**src/design/bhs_pkg.sv**
```systemverilog
// Package for the bucketed hash set: key widths, action codes, controller
// states and the command and status records between controller and datapath.
// No dependencies.
package bhs_pkg;

    localparam int KEY_W      = 64;
    localparam int KEY_SHIFT  = 2;
    localparam int DIGIT_W    = 8;
    localparam int NUM_DIGITS = KEY_W / DIGIT_W;
    localparam int CNT_W      = $clog2(NUM_DIGITS);

    localparam logic ACT_INSERT = 1'b0;
    localparam logic ACT_TEST   = 1'b1;

    typedef enum logic [2:0] {
        S_CLEAR,
        S_IDLE,
        S_MOD,
        S_READ,
        S_CMP,
        S_WRITE,
        S_DONE
    } t_state;

    typedef struct packed {
        logic load_item;
        logic mod_step;
        logic clr_en;
        logic rd_en;
        logic cmp_en;
        logic wr_en;
        logic out_load;
    } t_cmd;

    typedef struct packed {
        logic clr_last;
        logic mod_last;
        logic out_free;
    } t_sts;

endpackage

```
**src/design/bhs_ctrl.sv**
```systemverilog
// Controller of the bucketed hash set: sequences the clearing pass and the
// index, read, compare, write and result steps of each item. Depends on bhs_pkg.
module bhs_ctrl import bhs_pkg::*; (
    input  logic i_clk,
    input  logic i_rst_n,
    input  logic i_in_valid,
    output logic o_in_ready,
    input  t_sts i_sts,
    output t_cmd o_cmd
);

    t_state r_state;
    t_state n_state;

    always_ff @(posedge i_clk) begin
        if (!i_rst_n) begin
            r_state <= S_CLEAR;
        end else begin
            r_state <= n_state;
        end
    end

    always_comb begin
        n_state    = r_state;
        o_cmd      = '0;
        o_in_ready = 1'b0;
        unique case (r_state)
            S_CLEAR: begin
                o_cmd.clr_en = 1'b1;
                if (i_sts.clr_last) begin
                    n_state = S_IDLE;
                end
            end
            S_IDLE: begin
                o_in_ready = 1'b1;
                if (i_in_valid) begin
                    o_cmd.load_item = 1'b1;
                    n_state         = S_MOD;
                end
            end
            S_MOD: begin
                o_cmd.mod_step = 1'b1;
                if (i_sts.mod_last) begin
                    n_state = S_READ;
                end
            end
            S_READ: begin
                o_cmd.rd_en = 1'b1;
                n_state     = S_CMP;
            end
            S_CMP: begin
                o_cmd.cmp_en = 1'b1;
                n_state      = S_WRITE;
            end
            S_WRITE: begin
                o_cmd.wr_en = 1'b1;
                n_state     = S_DONE;
            end
            S_DONE: begin
                if (i_sts.out_free) begin
                    o_cmd.out_load = 1'b1;
                    n_state        = S_IDLE;
                end
            end
            default: begin
                n_state = S_IDLE;
            end
        endcase
    end

`ifndef SYNTHESIS
    a_write_after_compare: assert property (@(posedge i_clk) disable iff (!i_rst_n)
        o_cmd.wr_en |-> $past(o_cmd.cmp_en))
        else $error("Table write without a preceding slot compare.");
`endif

endmodule
```
**config.mk**
```make
export PLATFORM = sky130hd
export DESIGN_NAME = bhs_ctrl
export DESIGN_NICKNAME = d
export VERILOG_FILES = /design/src/design/bhs_pkg.sv /design/src/design/bhs_ctrl.sv
export SDC_FILE = /design/constraint.sdc
export NUM_CORES = 1
export LEC_CHECK = 0
export BUFFER_PORTS_ARGS = -buffer_cell sky130_fd_sc_hd__buf_4
export CORE_AREA = 4 4 41 43
export DETAILED_ROUTE_END_ITERATION = 10
export DIE_AREA = 0 0 45 47
export SLEW_MARGIN = 5
export SYNTH_ARGS = -nofsm -noshare
export SYNTH_HDL_FRONTEND = slang
export SYNTH_SLANG_ARGS = --single-unit
```
**constraint.sdc**
```tcl
create_clock -name i_clk -period 2.86 [get_ports i_clk]
set_input_delay 0.143 -clock i_clk [delete_from_list [all_inputs] [get_ports i_clk]]
set_output_delay 0.143 -clock i_clk [all_outputs]
set_load 0.1 [all_outputs]
```
==> Word-level counts from Yosys, hierarchy flattened <==
Index checks and enable logic that the tools add are counted.
{ "op_classes": {"n_reduce_logical": 2, "eq_ne": 10, "mux": 15} }
{ "op_table": {"columns": ["cell", "n"], "rows": [
  ["one-hot mux 3 bit (7 select lines)", 1],
  ["2-to-1 mux 3 bit", 4],
  ["2-to-1 mux 1 bit", 10],
  ["== test 3 bit, second input constant", 3],
  ["!= test 2 bit, second input constant", 4],
  ["== test 3 x 2 -> 1 bit, second input constant", 2],
  ["AND reduction 4 bit", 1],
  ["== test 3 x 1 -> 1 bit, second input constant", 1],
  ["logical NOT 3 bit", 1]
]} }
{ "word_totals": {"output_inout_bits": 8, "elab_cells": 28, "register_bits": 3} }

==> Longest topological paths before layout <==
{ "logic_depth": {"ltp_word": 3, "ltp_mapped": 4, "mapped_depth_nobuf": 3} }

==> Least setup slack after synthesis <==
OpenSTA, ideal clock, no wires.
{ "synth_path": {"path_type": "register to output", "start": "register r_state[1]", "end": "output port o_cmd[2] in the netlist's numbering", "t_arrival_ns": 2.719, "required_ns": 2.717, "setup_slack_ns": -0.002, "stages_incl_launch_ff": 3, "path_buffers": 1, "cell_sequence": "dfxtp_1 clkbuf_1 nor3b_1"} }
{ "synth_rtl": {"columns": ["element", "line_no", "source"], "rows": [
  ["start: declaration", "bhs_ctrl.sv:12", "t_state r_state;"],
  ["start signal: assignment", "bhs_ctrl.sv:19", "r_state <= n_state;"],
  ["end: declaration", "bhs_ctrl.sv:9", "output t_cmd o_cmd"]
]} }

==> results.yml <==
die:
  initial_core_util_pct: 17.8
  fp.dieW_um: 45
  ioPinCount: 14
  design.core.area_um2: 1300
  dieArea_um2: 2120
  fp-row-count: 13
  die_height_um: 47
final_layout:
  antenna_cells: 0
  largest_reg_flops: 3
  drive_gt1_share_pct: 41.9
  area_delta_synth_final_pct: 54.1
  largest-register: "r_state"
  nets: 50
  reg_top3: "r_state: 3 flops"
routing:
  drc: 0
  wire_per_inst_um: 9.64
  vias: 249
  drt-initial-drc-count: 6
  drt_first_pass_iters: 4
  totalWireLength_um: 559
  avgViaCountPerCell: 4.29
  ant_nets: 0
sta:
  setup_viol_count_final: 0
  max_freq_ghz: 0.642
  finalCritPeriodShare_pct: 54.4
  min_period_ns: 1.56
  finalMaxSlewViolations: 0
  grt_setup_unrepaired: "false"
  hold_viol: 0
  final.setup.tns_ns: 0
  slew_headroom_pct: 76.7
  skew_ns: 0.00220
  worst_pin_slew_ns: 0.349
placement:
  gp_congestion: 0.760
  numPortBuffers: 13
clock_network:
  insertion_delay_ns: 0.24
  cts_made_buffers: 3
  clockBufferDepth: 2
  post_cts_resized: 0
  htree_levels: 1
  cts_hold_buffers: 0
  root_buffer: "clkbuf_4"
  cts_tree: "yes"
  clk_pin_slew_ns: 0.04
  clkSinkCount: 3
  postCtsSetupBuffers: 0
setup_path:
  cp_data_required_time_ns: 2.72
  cp_max_fo: 12
  worst-setup-path-type: "reg -> out"
  cp.arrival_ns: 1.41
  cp-start-kind: "flip-flop"
  critPathCaptureType: "output pin"
synth:
  synth_nets: 35
  netlist_area_um2: 231
  yosys.cell_types.count: 20
  yosysWarnings: 0
  syn_area_per_cell_um2: 7.98
  synth_cells: 29
  ys_seq_area_share_pct: 25.9
  synth.ff_latch_count: 3
power_and_ir_drop:
  pwr_density_cell_nw_per_um2: 650
  total_power_uw: 232
  leakagePower_nw: 0.164
  peakVddDrop_v: 0.000123
job:
  max_cap_viol_count: 0
grt:
  grt_pass1_vias: 231
  track_usage_pct: 6.32
  grt_pass1_wl_um: 883
  overflow: 0
  antenna_found_initial: 0
  grt_start_max_net_pins: 13
run_status:
  status: "finished, final reports clean"
min_path:
  hp-class: "in -> reg"
-- final timing paths --
check | startpoint | endpoint | slack (ns) | cells past startpoint
worst max register to register | r_state[2] | r_state[1] | 1.78 | 3
worst min-delay path | i_rst_n | r_state[2] | 0.15 | 2
worst max-delay path | r_state[0] | o_cmd[6] | 1.30 | 3
worst min register to register | r_state[1] | r_state[1] | 0.61 | 2
-- Yosys cell counts, drive strengths merged --
master	count	area share, %
nand4b	1	3.8
and4b	1	4.3
dfxtp	3	26
nor2	1	1.6
and3b	2	7.6
nand2	2	3.2
nor3b	2	8.6
and2	2	5.4
or2	1	2.7
nor3	1	2.2
nor2b	1	2.7
a21boi	1	3.2
or3	1	2.7
buf	2	8.1
o21a	1	3.2
clkbuf	1	1.6
o21ai	3	6.5
a21oi	3	6.5
-- worst max-delay path, stage by stage, from the launching register on --
cell and delay [ns]:
dfxtp_1 0.51, nor3b_2 0.24, and2_1 0.14, buf_4 0.28
-- kinds of logic (layout without fill, tap and decap cells) --
family / Yosys count / in the layout / share of synthesized area, %
and+or+nand+nor: 15 / 15 / 44.9
buffers and inverters: 3 / 17 / 9.73
DFF: 3 / 3 / 25.9
AOI/OAI and AO/OA: 8 / 8 / 19.5
-- area by class of cell --
class	instances	area [um2]
fillers	150	945
multi-input cells	23	154
flip-flops and latches	3	60.1
well taps	15	18.8
clock buffers	4	26.3
repair buffers	13	97.6
-- metal layers --
metal  routed length, um  GRT usage (%)
met1                 243           7.05
met5                   0              0
met2                 248           7.91
met4                  20           10.5
met3                  47           1.15
-- report_power, final --
| group | internal, mW | switching, mW |
|---|---|---|
| registers | 0.0458 | 0.00998 |
| clock network | 0.0524 | 0.0240 |
| logic | 0.0260 | 0.0735 |
-- placed cells by master, fill, tap and decap left out, types with 2 or more instances in the layout --
master    instances
nand2_1           2
and2_1            2
a21oi_1           3
dfxtp_1           3
buf_4            13
clkbuf_4          3
nor3b_2           2
o21ai_1           3
and3b_1           2
-- through the flow --
step / instances / area [um2] / hold WS (ns) / worst slack [ns] / utilization, %
2_1_floorplan: 29 / 236 / 0.271 / 0.0645 / -
3_5_place_dp: 54 / 330 / 0.399 / 1.55 / 25.4
5_1_grt: 58 / 357 / 0.174 / 1.22 / 27.4
3_3_place_gp: 54 / 330 / 0.387 / 1.58 / 25.4
6_report: 58 / 357 / 0.152 / 1.30 / 27.4
4_1_cts: 58 / 357 / 0.149 / 1.29 / 27.4
Note: power is estimated with default switching activity, not from simulation.
